<file path="src/hw/rtl/rtu_ftc_pkg.sv">
// Shared types, codes and helpers for the RTU frame timing controller.
// No dependencies; used by rtu_frame_timing_controller.
package rtu_ftc_pkg;

    // Frame size limits
    localparam int MAX_FRAME_BYTES_DEF = 256;
    localparam int MIN_FRAME_BYTES     = 8;

    // Field widths
    localparam int KIND_W   = 3;
    localparam int BYTE_W   = 8;
    localparam int TICK_W   = 16;
    localparam int LEN_W    = 9;
    localparam int EVENT_W  = 3;
    localparam int STATE_W  = 3;
    localparam int CFG_IDX_W  = 2;
    localparam int CFG_DATA_W = 16;
    localparam int IN_DATA_W  = 24;
    localparam int OUT_DATA_W = 32;

    // Register reset values
    localparam logic [BYTE_W-1:0] OWN_ADDRESS_RST = 8'd1;
    localparam logic [TICK_W-1:0] END_GAP_RST     = 16'd149;
    localparam logic [TICK_W-1:0] TURNAROUND_RST  = 16'd116;

    // Configuration register indexes
    localparam logic [CFG_IDX_W-1:0] CFG_OWN_ADDRESS = 2'd0;
    localparam logic [CFG_IDX_W-1:0] CFG_END_GAP     = 2'd1;
    localparam logic [CFG_IDX_W-1:0] CFG_TURNAROUND  = 2'd2;

    // Input request kinds
    typedef enum logic [KIND_W-1:0] {
        KIND_TICK     = 3'd0,
        KIND_RX_BYTE  = 3'd1,
        KIND_SEND     = 3'd2,
        KIND_TX_READY = 3'd3,
        KIND_RESUME   = 3'd4
    } kind_t;

    // Result events
    typedef enum logic [EVENT_W-1:0] {
        EV_NONE        = 3'd0,
        EV_BYTE_STORED = 3'd1,
        EV_FRAME_READY = 3'd2,
        EV_FETCH_TX    = 3'd3,
        EV_LINE_ERROR  = 3'd4,
        EV_REJECTED    = 3'd5,
        EV_TX_DONE     = 3'd6
    } event_t;

    // Link state, one-hot
    typedef enum logic [6:0] {
        MODE_SYNC = 7'b0000001,
        MODE_IDLE = 7'b0000010,
        MODE_RX   = 7'b0000100,
        MODE_HELD = 7'b0001000,
        MODE_PRE  = 7'b0010000,
        MODE_BODY = 7'b0100000,
        MODE_POST = 7'b1000000
    } mode_t;

    // Link state codes as reported on the result stream
    localparam logic [STATE_W-1:0] LS_SYNC = 3'd0;
    localparam logic [STATE_W-1:0] LS_IDLE = 3'd1;
    localparam logic [STATE_W-1:0] LS_RX   = 3'd2;
    localparam logic [STATE_W-1:0] LS_HELD = 3'd3;
    localparam logic [STATE_W-1:0] LS_PRE  = 3'd4;
    localparam logic [STATE_W-1:0] LS_BODY = 3'd5;
    localparam logic [STATE_W-1:0] LS_POST = 3'd6;

    // Map the one-hot mode to its reported code
    function automatic logic [STATE_W-1:0] mode_code(input mode_t m);
        logic [STATE_W-1:0] c;
        case (m)
            MODE_SYNC: c = LS_SYNC;
            MODE_IDLE: c = LS_IDLE;
            MODE_RX:   c = LS_RX;
            MODE_HELD: c = LS_HELD;
            MODE_PRE:  c = LS_PRE;
            MODE_BODY: c = LS_BODY;
            MODE_POST: c = LS_POST;
            default:   c = LS_SYNC;
        endcase
        return c;
    endfunction

endpackage

</file>
<file path="src/hw/rtl/rtu_frame_timing_controller.sv">
// RTU frame timing controller: link state machine, silence timer and
// turnaround sequencing for a slave-side serial link. Depends on rtu_ftc_pkg.
//
// A result is registered and appears on the master side in the cycle after its request
// is taken. Throughput: one request per cycle; the single output register
// stalls the input only while a result waits and the master side is not ready.
// Reset (rst_n low, asynchronous): link in sync, timer and counters cleared,
// driver off, registers at their defaults, output stream empty.
module rtu_frame_timing_controller #(
    parameter int MAX_FRAME_BYTES = rtu_ftc_pkg::MAX_FRAME_BYTES_DEF
) (
    input  logic                                clk,
    input  logic                                rst_n,
    // Configuration write port
    input  logic                                cfg_we,
    input  logic [rtu_ftc_pkg::CFG_IDX_W-1:0]   cfg_index,
    input  logic [rtu_ftc_pkg::CFG_DATA_W-1:0]  cfg_data,
    // Request stream
    input  logic                                s_axis_tvalid,
    output logic                                s_axis_tready,
    // tdata: rx_data[7:0], framing_error[8], parity_error[9], send_length[17:10], zero
    input  logic [rtu_ftc_pkg::IN_DATA_W-1:0]   s_axis_tdata,
    // tuser: kind[2:0]
    input  logic [rtu_ftc_pkg::KIND_W-1:0]      s_axis_tuser,
    // Result stream
    output logic                                m_axis_tvalid,
    input  logic                                m_axis_tready,
    // tdata: byte_index[7:0], byte_value[15:8], frame_length[24:16],
    //        driver_enable[25], link_state[28:26], zero
    output logic [rtu_ftc_pkg::OUT_DATA_W-1:0]  m_axis_tdata,
    // tuser: event_res[2:0]
    output logic [rtu_ftc_pkg::EVENT_W-1:0]     m_axis_tuser
);

    localparam int RX_W = $clog2(MAX_FRAME_BYTES + 1);
    localparam int BW   = rtu_ftc_pkg::BYTE_W;
    localparam int TW   = rtu_ftc_pkg::TICK_W;
    localparam int LW   = rtu_ftc_pkg::LEN_W;

    // Configuration registers
    logic [BW-1:0] own_address_reg;
    logic [TW-1:0] end_gap_reg;
    logic [TW-1:0] turnaround_reg;

    // Link state
    rtu_ftc_pkg::mode_t mode_reg, mode_next;
    logic [TW-1:0]   tick_count_reg, tick_count_next;
    logic            gap_armed_reg, gap_armed_next;
    logic [RX_W-1:0] rx_count_reg, rx_count_next;
    logic [BW-1:0]   first_byte_reg, first_byte_next;
    logic [BW-1:0]   tx_remaining_reg, tx_remaining_next;
    logic [BW-1:0]   tx_position_reg, tx_position_next;
    logic            driver_on_reg, driver_on_next;

    // Output register
    logic                       out_valid_reg;
    rtu_ftc_pkg::event_t        ev_reg, ev_next;
    logic [BW-1:0]              idx_reg, idx_next;
    logic [BW-1:0]              val_reg, val_next;
    logic [LW-1:0]              len_reg, len_next;

    // Request fields
    rtu_ftc_pkg::kind_t kind;
    logic [BW-1:0]      rx_data;
    logic               bad_byte;
    logic [BW-1:0]      send_length;
    logic               accept;

    logic [TW:0]        tick_inc;
    logic [TW-1:0]      tick_cmp;
    logic               tx_phase;
    logic               late_byte;
    logic [LW-1:0]      rx_ext;

    assign kind        = rtu_ftc_pkg::kind_t'(s_axis_tuser);
    assign rx_data     = s_axis_tdata[7:0];
    assign bad_byte    = s_axis_tdata[8] | s_axis_tdata[9];
    assign send_length = s_axis_tdata[17:10];

    assign s_axis_tready = !out_valid_reg || m_axis_tready;
    assign accept        = s_axis_tvalid && s_axis_tready;

    assign tx_phase = (mode_reg == rtu_ftc_pkg::MODE_PRE) ||
                      (mode_reg == rtu_ftc_pkg::MODE_BODY) ||
                      (mode_reg == rtu_ftc_pkg::MODE_POST);
    assign tick_cmp = tx_phase ? turnaround_reg : end_gap_reg;
    assign tick_inc = {1'b0, tick_count_reg} + {{TW{1'b0}}, 1'b1};
    assign rx_ext   = LW'(rx_count_reg);
    assign late_byte = (mode_reg == rtu_ftc_pkg::MODE_RX) && (tick_count_reg >= end_gap_reg);

    // Next link state and result for one request
    always_comb
    begin
        mode_next         = mode_reg;
        tick_count_next   = tick_count_reg;
        gap_armed_next    = gap_armed_reg;
        rx_count_next     = rx_count_reg;
        first_byte_next   = first_byte_reg;
        tx_remaining_next = tx_remaining_reg;
        tx_position_next  = tx_position_reg;
        driver_on_next    = driver_on_reg;
        ev_next           = rtu_ftc_pkg::EV_NONE;
        idx_next          = '0;
        val_next          = '0;
        len_next          = '0;

        case (kind)
            rtu_ftc_pkg::KIND_TICK:
            begin
                if (tick_inc >= {1'b0, tick_cmp})
                begin
                    tick_count_next = '0;
                    if (gap_armed_reg)
                    begin
                        // Silence gap elapsed: advance the link
                        gap_armed_next = 1'b0;
                        case (mode_reg)
                            rtu_ftc_pkg::MODE_SYNC:
                            begin
                                mode_next     = rtu_ftc_pkg::MODE_IDLE;
                                rx_count_next = '0;
                            end
                            rtu_ftc_pkg::MODE_RX:
                            begin
                                if (rx_ext < LW'(rtu_ftc_pkg::MIN_FRAME_BYTES) ||
                                    (first_byte_reg != own_address_reg &&
                                     first_byte_reg != '0))
                                begin
                                    mode_next     = rtu_ftc_pkg::MODE_IDLE;
                                    rx_count_next = '0;
                                    ev_next       = rtu_ftc_pkg::EV_REJECTED;
                                end
                                else
                                begin
                                    mode_next = rtu_ftc_pkg::MODE_HELD;
                                    len_next  = rx_ext;
                                    ev_next   = rtu_ftc_pkg::EV_FRAME_READY;
                                end
                            end
                            rtu_ftc_pkg::MODE_PRE:
                            begin
                                mode_next = rtu_ftc_pkg::MODE_BODY;
                            end
                            rtu_ftc_pkg::MODE_POST:
                            begin
                                driver_on_next = 1'b0;
                                mode_next      = rtu_ftc_pkg::MODE_IDLE;
                                rx_count_next  = '0;
                                ev_next        = rtu_ftc_pkg::EV_TX_DONE;
                            end
                            default:
                            begin
                                mode_next      = rtu_ftc_pkg::MODE_SYNC;
                                rx_count_next  = '0;
                                gap_armed_next = 1'b1;
                            end
                        endcase
                    end
                end
                else
                begin
                    tick_count_next = tick_inc[TW-1:0];
                end
            end
            rtu_ftc_pkg::KIND_RX_BYTE:
            begin
                if (mode_reg == rtu_ftc_pkg::MODE_SYNC)
                begin
                    // Restart the silence count
                    rx_count_next   = '0;
                    tick_count_next = '0;
                    gap_armed_next  = 1'b1;
                end
                else if (mode_reg == rtu_ftc_pkg::MODE_IDLE ||
                         mode_reg == rtu_ftc_pkg::MODE_RX)
                begin
                    tick_count_next = '0;
                    gap_armed_next  = 1'b1;
                    if (bad_byte || late_byte ||
                        rx_count_reg >= RX_W'(MAX_FRAME_BYTES))
                    begin
                        mode_next     = rtu_ftc_pkg::MODE_SYNC;
                        rx_count_next = '0;
                        ev_next       = rtu_ftc_pkg::EV_LINE_ERROR;
                    end
                    else
                    begin
                        if (rx_count_reg == '0)
                        begin
                            first_byte_next = rx_data;
                        end
                        mode_next     = rtu_ftc_pkg::MODE_RX;
                        ev_next       = rtu_ftc_pkg::EV_BYTE_STORED;
                        idx_next      = rx_ext[BW-1:0];
                        val_next      = rx_data;
                        rx_count_next = rx_count_reg + RX_W'(1);
                    end
                end
            end
            rtu_ftc_pkg::KIND_SEND:
            begin
                if (mode_reg == rtu_ftc_pkg::MODE_HELD)
                begin
                    tick_count_next   = '0;
                    driver_on_next    = 1'b1;
                    mode_next         = rtu_ftc_pkg::MODE_PRE;
                    gap_armed_next    = 1'b1;
                    tx_remaining_next = send_length;
                    tx_position_next  = '0;
                end
            end
            rtu_ftc_pkg::KIND_TX_READY:
            begin
                if (mode_reg == rtu_ftc_pkg::MODE_BODY)
                begin
                    if (tx_remaining_reg != '0)
                    begin
                        tx_remaining_next = tx_remaining_reg - BW'(1);
                        ev_next           = rtu_ftc_pkg::EV_FETCH_TX;
                        idx_next          = tx_position_reg;
                        tx_position_next  = tx_position_reg + BW'(1);
                    end
                    else
                    begin
                        mode_next       = rtu_ftc_pkg::MODE_POST;
                        tick_count_next = '0;
                        gap_armed_next  = 1'b1;
                    end
                end
            end
            rtu_ftc_pkg::KIND_RESUME:
            begin
                if (mode_reg == rtu_ftc_pkg::MODE_HELD)
                begin
                    mode_next     = rtu_ftc_pkg::MODE_IDLE;
                    rx_count_next = '0;
                end
            end
            default:
            begin
                ev_next = rtu_ftc_pkg::EV_NONE;
            end
        endcase
    end

    // Configuration registers
    always_ff @(posedge clk or negedge rst_n)
    begin
        if (!rst_n)
        begin
            own_address_reg <= rtu_ftc_pkg::OWN_ADDRESS_RST;
            end_gap_reg     <= rtu_ftc_pkg::END_GAP_RST;
            turnaround_reg  <= rtu_ftc_pkg::TURNAROUND_RST;
        end
        else if (cfg_we)
        begin
            case (cfg_index)
                rtu_ftc_pkg::CFG_OWN_ADDRESS: own_address_reg <= cfg_data[BW-1:0];
                rtu_ftc_pkg::CFG_END_GAP:     end_gap_reg     <= cfg_data;
                rtu_ftc_pkg::CFG_TURNAROUND:  turnaround_reg  <= cfg_data;
                default:                      own_address_reg <= own_address_reg;
            endcase
        end
    end

    // Link state: advance on each accepted request
    always_ff @(posedge clk or negedge rst_n)
    begin
        if (!rst_n)
        begin
            mode_reg         <= rtu_ftc_pkg::MODE_SYNC;
            tick_count_reg   <= '0;
            gap_armed_reg    <= 1'b1;
            rx_count_reg     <= '0;
            first_byte_reg   <= '0;
            tx_remaining_reg <= '0;
            tx_position_reg  <= '0;
            driver_on_reg    <= 1'b0;
        end
        else if (accept)
        begin
            mode_reg         <= mode_next;
            tick_count_reg   <= tick_count_next;
            gap_armed_reg    <= gap_armed_next;
            rx_count_reg     <= rx_count_next;
            first_byte_reg   <= first_byte_next;
            tx_remaining_reg <= tx_remaining_next;
            tx_position_reg  <= tx_position_next;
            driver_on_reg    <= driver_on_next;
        end
    end

    // Output register valid: load on accept, drop once taken
    always_ff @(posedge clk or negedge rst_n)
    begin
        if (!rst_n)
        begin
            out_valid_reg <= 1'b0;
        end
        else if (accept)
        begin
            out_valid_reg <= 1'b1;
        end
        else if (m_axis_tready)
        begin
            out_valid_reg <= 1'b0;
        end
    end

    // Output register payload
    logic               drv_out_reg;
    logic [rtu_ftc_pkg::STATE_W-1:0] state_out_reg;

    always_ff @(posedge clk)
    begin
        if (accept)
        begin
            ev_reg        <= ev_next;
            idx_reg       <= idx_next;
            val_reg       <= val_next;
            len_reg       <= len_next;
            drv_out_reg   <= driver_on_next;
            state_out_reg <= rtu_ftc_pkg::mode_code(mode_next);
        end
    end

    assign m_axis_tvalid = out_valid_reg;
    assign m_axis_tuser  = ev_reg;
    assign m_axis_tdata  = {3'b000, state_out_reg, drv_out_reg, len_reg, val_reg, idx_reg};

    // Driver is on exactly through the transmit phases
    a_driver_phase: assert property (@(posedge clk) disable iff (!rst_n)
        driver_on_reg == tx_phase)
        else $error("driver enable out of step with link state");

    // Timer never reaches all ones: it wraps at the compare value
    a_tick_bound: assert property (@(posedge clk) disable iff (!rst_n)
        tick_count_reg != {TW{1'b1}})
        else $error("tick counter overran");

    // Stored byte count stays within the frame limit
    a_rx_bound: assert property (@(posedge clk) disable iff (!rst_n)
        rx_count_reg <= RX_W'(MAX_FRAME_BYTES))
        else $error("receive count beyond frame limit");

    // A frame handed over is long enough and leaves the link held
    a_frame_ready: assert property (@(posedge clk) disable iff (!rst_n)
        (m_axis_tvalid && m_axis_tuser == rtu_ftc_pkg::EV_FRAME_READY) |->
        (m_axis_tdata[24:16] >= LW'(rtu_ftc_pkg::MIN_FRAME_BYTES) &&
         m_axis_tdata[28:26] == rtu_ftc_pkg::LS_HELD))
        else $error("frame ready with short length or wrong state");

endmodule

</file>
<file path="config.mk">
export PLATFORM = sky130hd
export DESIGN_NAME = rtu_frame_timing_controller
export DESIGN_NICKNAME = d
export VERILOG_FILES = /design/src/hw/rtl/rtu_ftc_pkg.sv /design/src/hw/rtl/rtu_frame_timing_controller.sv
export SDC_FILE = /design/constraint.sdc
export NUM_CORES = 1
export LEC_CHECK = 0
export ABC_CLOCK_PERIOD_IN_PS = 5500
export BUFFER_PORTS_ARGS = -buffer_cell sky130_fd_sc_hd__buf_4
export CAP_MARGIN = 20
export CORE_UTILIZATION = 55
export CTS_CLUSTER_DIAMETER = 30
export DETAILED_ROUTE_END_ITERATION = 7
export GPL_ROUTABILITY_DRIVEN = 0
export GPL_TIMING_DRIVEN = 0
export PLACE_DENSITY = 0.76
export SLEW_MARGIN = 25
export SYNTH_ARGS = -nofsm -noshare
export SYNTH_HDL_FRONTEND = slang
export SYNTH_SLANG_ARGS = --single-unit
</file>
<file path="constraint.sdc">
create_clock -name clk -period 5.5 [get_ports clk]
set_clock_uncertainty 0.2 [all_clocks]
set_input_delay 0.275 -clock clk [delete_from_list [all_inputs] [get_ports clk]]
set_output_delay 0.275 -clock clk [all_outputs]
set_load 0.01 [all_outputs]
</file>
==> results of run 1 <==
-- stage by stage --
step	power, mW	area, um^2
after floorplan	1.56	7400
after global placement	1.71	8190
after detailed placement	1.75	8230
after CTS	3.10	9260
after global routing	3.23	9270
final	3.10	9270
-- synthesized netlist by cell type, types with 8 or more instances --
| cell | count |
|---|---|
| dfrtp_1 | 88 |
| nor2_1 | 50 |
| nand2_1 | 47 |
| mux2_2 | 44 |
| ha_1 | 38 |
| o21ai_0 | 33 |
| edfxtp_1 | 32 |
| and3_1 | 26 |
| inv_1 | 25 |
| a21oi_1 | 24 |
| xor2_1 | 22 |
| clkbuf_1 | 21 |
| nand3_1 | 20 |
| and2_1 | 19 |
| mux2i_1 | 15 |
| o21ai_1 | 15 |
| xnor2_1 | 15 |
| a22o_1 | 13 |
| nand2b_1 | 12 |
| dfstp_2 | 11 |
| buf_2 | 10 |
| nor3_1 | 9 |
| nor2b_1 | 8 |
| o31ai_1 | 8 |
-- path summary, 6_finish.rpt --
path / slack [ns] / endpoint / cells past startpoint / from
worst max register to register: 0.34 / state_out_reg[1] / 16 / mode_reg[1]
worst min-delay path: 0.04 / tx_remaining_reg[6] / 3 / s_axis_tdata[16]
worst max-delay path: 0.34 / state_out_reg[1] / 16 / mode_reg[1]
min in group asynchronous: 0.33 / own_address_reg[7] / 2 / rst_n
max in group asynchronous: 4.16 / tx_position_reg[3] / 2 / rst_n
worst min register to register: 0.30 / turnaround_reg[0] / 1 / turnaround_reg[0]
-- logic make-up after synthesis --
kind of cell             synth area share (%)
AND/OR/NAND/NOR                          16.1
AO/OA/AOI/OAI                            13.0
flip-flops                               46.7
multiplexers                             9.80
buffers and inverters                    3.47
adder cells (fa/ha/maj)                  6.43
XOR/XNOR                                 4.39
other                                  0.0507
-- metal layers --
layer | vias up | global-route usage (%)
li1 | 2834 | -
met1 | 2917 | 33.0
met2 | 215 | 45.6
met3 | 50 | 6.06
met4 | 0 | 12.9
met5 | - | 0
-- what timing repair did --
item / in CTS / in global routing
endpoints found under the hold margin: 152 / 0
endpoints found under the setup margin: 31 / 11
hold buffers: 34 / 0
resized for setup: 2 / 3
pin swaps: 0 / 0
-- final cells by class --
| class | count | area (um^2) | share of cell area [%] |
|---|---|---|---|
| Multi-Input combinational cell | 514 | 3700 | 40.0 |
| Sequential cell | 131 | 3450 | 37.2 |
| Timing Repair Buffer | 112 | 950 | 10.2 |
| Clock buffer | 17 | 425 | 4.59 |
| Clock inverter | 15 | 262 | 2.82 |
| Tap cell | 172 | 215 | 2.32 |
| Buffer | 35 | 164 | 1.77 |
| Inverter | 26 | 97.6 | 1.05 |
-- power breakdown --
part | switching, mW | leakage (nW) | internal, mW
Combinational | 0.307 | 2.54 | 0.274
Clock | 0.434 | 0.332 | 0.891
Sequential | 0.0797 | 1.57 | 1.11
-- tightest hold or removal path: stages --
cell and delay, ns:
buf_4 0.08, a22oi_1 0.07, o21ai_0 0.20
==> metrics.md, run 1 <==
| Metric | Value |
|---|---|
| Post-DP HPWL | 12.4 mm |
| Crit start category | register |
| Share of layout cells above drive strength 1 | 22.2% |
| Post-synth top area cell | dfrtp_1 |
| Nets@finish | 925 |
| Type of the worst setup path | reg -> reg |
| Cells after DPL | 956 |
| Worst hold path type | in -> reg |
| DR WL met3 | 1.08 mm |
| Largest cells by area after synthesis | dfrtp_1 (30%), edfxtp_1 (13%), mux2_2 (6.7%) |
| # IOs | 87 |
| Vias in the first global route | 6089 |
| Post-Syn Area | 7390 um^2 |
| Via count | 6016 |
| Initial Util | 57.4% |
| P_leak | 4.45 nW |
| Minimum clock period | 5.16 ns |
| Core footprint | 12900 um^2 |
| DRT antenna net count | 0 |
| Die width | 118 um |
| Worst VDD drop | 0.000238 V |
| CP Cell Sequence | clkbuf_1, or4_1, buf_2, a21oi_4, clkbuf_4, mux2i_1, ha_1, a211o_1, a311o_1, a311o_1, a21o_1, and3_1, clkbuf_1, a21oi_2, xnor2_1, o2111a_1 |
| Routed wl met2 | 8.73 mm |
| Most frequent cells in the layout | dfrtp_1 (88), buf_4 (80), nor2_1 (50), nand2_1 (47), mux2_2 (44) |
| Max layer used | met4 |
| Fmax | 0.194 GHz |
| Die footprint | 13900 um^2 |
| Util after Layout | 72.0% |
| YS warnings | 0 |
| GR Util All Layers | 27.1% |
| CTS root buffer | clkbuf_16 |
| Worst slew pin tran | 0.905 ns |
| Synth Area per Inst | 10.5 um^2 |
| Clock Latency Late Sink | 0.43 ns |
| Synth Flop Type | dfrtp_1 |
| Setup TNS Final | 0 ns |
| Leading cell type in the layout, fill and taps excluded | dfrtp_1 |
| Worst path buffer plus inverter count | 4 |
| Top cell type's share of synthesized area | 29.8% |
| CTS tree | yes |
| Worst Hold Margin | 0.0397 ns |
| Initial antenna violation count | 0 |
| Worst EP required | 5.48 ns |
| Pwr Density | 334 nW/um^2 |
| Status | completed |
| CP peak stage delay | 0.43 ns |
| Clock Pin Slew Worst Setup and Hold Paths | 0.06 ns |
| WL per Instance | 17.5 um |
| First-pass GRT wire length | 29.5 mm |
| Site Rows | 41 |
| # DRC | 0 |
| Synth-to-layout area growth | 25.4% |
| Largest net degree at the start of global routing | 100 |
| Cell Count, Final, Fillers Out | 1022 |
| CP max FO | 10 |
| Final WS setup | 0.338 ns |
| CTS Buffer Depth | 2 |
| Worst path slowest cell | or4_1 |
| DP Worst Slack | -0.427 ns |
| Synth Register Bits | 131 |
| Setup Viol. Count Final | 0 |
| Register area share after synthesis | 46.7% |
| Drt pass-1 iters | 5 |
| CP Capture Type | register |
| ANT cells | 0 |
| Grt ovf | 0 |
| Post-CTS Setup Bufs | 0 |
| Die Ht | 118 um |
| Asr flop ratio synth | 75.6% |
| Port bufs | 77 |
| # H-tree levels | 4 |
| Final Hold Fails | 0 |
| RSZ-0062 raised after global routing | false |
| Initial detailed-routing violation count | 387 |
| # clock sinks | 131 |
| Post-Syn Instances | 704 |
| Max-cap viol count | 0 |
| DRT Wirelength | 17.8 mm |
| WL met1 | 7.46 mm |
| Critical path arrival | 5.14 ns |
| Top delay family on crit path | compound AO/OA/AOI/OAI gates |
| Fin crit share | 93.9% |
| Worst rel slew slack | 39.7% |
| Pins Over Slew Limit | 0 |
| Num CTS Buffers | 17 |
| Via-per-instance ratio | 5.89 |
| Fillers | 908 |
| Count of cell types in the netlist | 65 |
| EDFF count, synth | 32 |
No activity file was read; power rests on OpenSTA's default activity.
==> run 2, diff against run 1 <==
--- a/config.mk
+++ b/config.mk
@@ -5,7 +5,7 @@
 export SDC_FILE = /design/constraint.sdc
 export NUM_CORES = 1
 export LEC_CHECK = 0
-export ABC_CLOCK_PERIOD_IN_PS = 5500
+export ABC_CLOCK_PERIOD_IN_PS = 6000
 export BUFFER_PORTS_ARGS = -buffer_cell sky130_fd_sc_hd__buf_4
 export CAP_MARGIN = 20
 export CORE_UTILIZATION = 55
@@ -14,6 +14,7 @@
 export GPL_ROUTABILITY_DRIVEN = 0
 export GPL_TIMING_DRIVEN = 0
 export PLACE_DENSITY = 0.76
+export REMOVE_ABC_BUFFERS = 1
 export SLEW_MARGIN = 25
 export SYNTH_ARGS = -nofsm -noshare
 export SYNTH_HDL_FRONTEND = slang
==> constraint.sdc (replaced) <==
create_clock -name clk -period 6 [get_ports clk]
set_clock_uncertainty 0.2 [all_clocks]
set_input_delay 0.3 -clock clk [delete_from_list [all_inputs] [get_ports clk]]
set_output_delay 0.3 -clock clk [all_outputs]
set_load 0.01 [all_outputs]
==> run 2 against run 1 <==
Against the previous run: clock power fell by 19%; critical endpoint is now tick_count_reg[5]; non-clock buffer count fell by 36; register-to-register slack improved by 0.29 ns; utilization fell by 1.9 points; first-iteration DRC count rose by 3.4%; sequential cell count did not move; design area fell by 2.7%; power fell by 13%; via count fell by 4.1%; cell count fell by 3.5%; highest routed layer unchanged; global-route usage fell by 1.8 points.
==> metrics.md, run 2 (synthesis gave the netlist of run 1 again) <==
| Metric | Value |
|---|---|
| Status | completed |
| DRT antenna net count | 0 |
| DR WL met3 | 827 um |
| Post-DP HPWL | 11.4 mm |
| Setup TNS Final | 0 ns |
| CTS Buffer Depth | 2 |
| Worst rel slew slack | 35.5% |
| # H-tree levels | 4 |
| Fmax | 0.186 GHz |
| # DRC | 0 |
| Worst Hold Margin | 0.0285 ns |
| Crit start category | register |
| Worst hold path type | in -> reg |
| Share of layout cells above drive strength 1 | 21.5% |
| Fin crit share | 89.5% |
| DRT Wirelength | 16.5 mm |
| Routed wl met2 | 8.02 mm |
| GR Util All Layers | 25.4% |
| Leading cell type in the layout, fill and taps excluded | dfrtp_1 |
| CP max FO | 23 |
| First-pass GRT wire length | 27.9 mm |
| CTS root buffer | clkbuf_16 |
| Num CTS Buffers | 17 |
| Initial Util | 57.4% |
| WL per Instance | 16.7 um |
| Port bufs | 77 |
| Critical path arrival | 5.47 ns |
| Vias in the first global route | 5770 |
| FF-to-FF setup slack | 0.63 ns |
| Max layer used | met4 |
| Via count | 5768 |
| Setup Viol. Count Final | 0 |
| CTS resizes | 0 |
| Grt ovf | 0 |
| Site Rows | 41 |
| Largest net degree at the start of global routing | 100 |
| Worst EP required | 6.10 ns |
| Most frequent cells in the layout | dfrtp_1 (88), buf_4 (76), nor2_1 (50), nand2_1 (47), mux2_2 (44) |
| Die width | 118 um |
| Worst VDD drop | 0.000244 V |
| ANT cells | 0 |
| Initial detailed-routing violation count | 400 |
| Clock Pin Slew Worst Setup and Hold Paths | 0.06 ns |
| P_leak | 4.30 nW |
| Minimum clock period | 5.37 ns |
| CTS tree | yes |
| Worst slew pin tran | 0.964 ns |
| Initial antenna violation count | 0 |
| Clock Latency Late Sink | 0.43 ns |
| Drt pass-1 iters | 4 |
| Synth-to-layout area growth | 22.1% |
| # IOs | 87 |
| Max-cap viol count | 0 |
| Pins Over Slew Limit | 0 |
| Core footprint | 12900 um^2 |
| Pwr Density | 299 nW/um^2 |
| # clock sinks | 131 |
| CP Capture Type | register |
| Type of the worst setup path | reg -> reg |
| RSZ-0062 raised after global routing | false |
| WL met1 | 7.40 mm |
| Nets@finish | 889 |
| Die footprint | 13900 um^2 |
| Via-per-instance ratio | 5.85 |
| Final Hold Fails | 0 |
| Die Ht | 118 um |
-- run 2: changes by cell type in the layout (fill, tap and decap cells not counted), moves of 2 or more --
cell,before,now
clkbuf_1,19,1
clkinvlp_4,1,4
bufinv_16,7,4
clkinv_4,3,1
dlygate4sd3_1,34,32
buf_4,80,76
buf_2,10,0
-- run 2: area by class of cell --
class	count	area, um^2
fill	933	3850
multi-input combinational	514	3700
inverter	26	97.6
tap	172	215
clock buffer	18	429
clock inverter	14	186
sequential	131	3450
timing repair buffer	111	937
-- run 2: what timing repair did --
item                                   in CTS  in global routing
buffers inserted                            0                  0
endpoints found under the hold margin     150                  0
hold buffers                               32                  0
-- run 2: worst max-delay path, stage by stage (launching register included) --
cell     delay (ns)
dfrtp_1        0.50
or4_1          0.71
a21oi_4        0.36
buf_8          0.22
mux2_2         0.35
ha_1           0.27
nor2b_1        0.11
o21ai_1        0.11
a311o_1        0.40
a311o_1        0.34
a21oi_1        0.38
nand3_1        0.72
o41ai_1        0.55
-- run 2: layer usage --
| metal | vias up | global-route usage (%) |
|---|---|---|
| met5 | - | 0 |
| met1 | 2852 | 32.4 |
| met2 | 148 | 41.7 |
| met4 | 0 | 9.21 |
| li1 | 2747 | - |
| met3 | 21 | 6.25 |
-- run 2: worst paths after layout --
path | startpoint | to | cells past startpoint
worst min-delay path | s_axis_tdata[14] | tx_remaining_reg[4] | 3
worst max-delay path | mode_reg[2] | tick_count_reg[5] | 12
worst max register to register | mode_reg[2] | tick_count_reg[5] | 12
worst min register to register | turnaround_reg[9] | turnaround_reg[9] | 1
max in group asynchronous | rst_n | tx_remaining_reg[4] | 2
min in group asynchronous | rst_n | turnaround_reg[1] | 2
-- run 2: through the flow --
stage | setup WS [ns] | total power [mW] | utilization [%] | cell area [um^2] | std cells
floorplan | 0.764 | 1.43 | - | 7240 | 671
CTS | 0.641 | 2.71 | 70.0 | 9020 | 986
global route | 0.242 | 2.81 | 70.1 | 9020 | 986
detailed placement | 0.693 | 1.60 | 62.8 | 8080 | 922
finish | 0.629 | 2.69 | 70.1 | 9020 | 986
global placement | -0.371 | 1.56 | 62.4 | 8030 | 920
-- run 2: power by group --
group          switching, mW  leakage (nW)  internal, mW
Sequential            0.0790          1.57          1.02
Combinational          0.263          2.44         0.248
Clock                  0.392         0.290         0.691
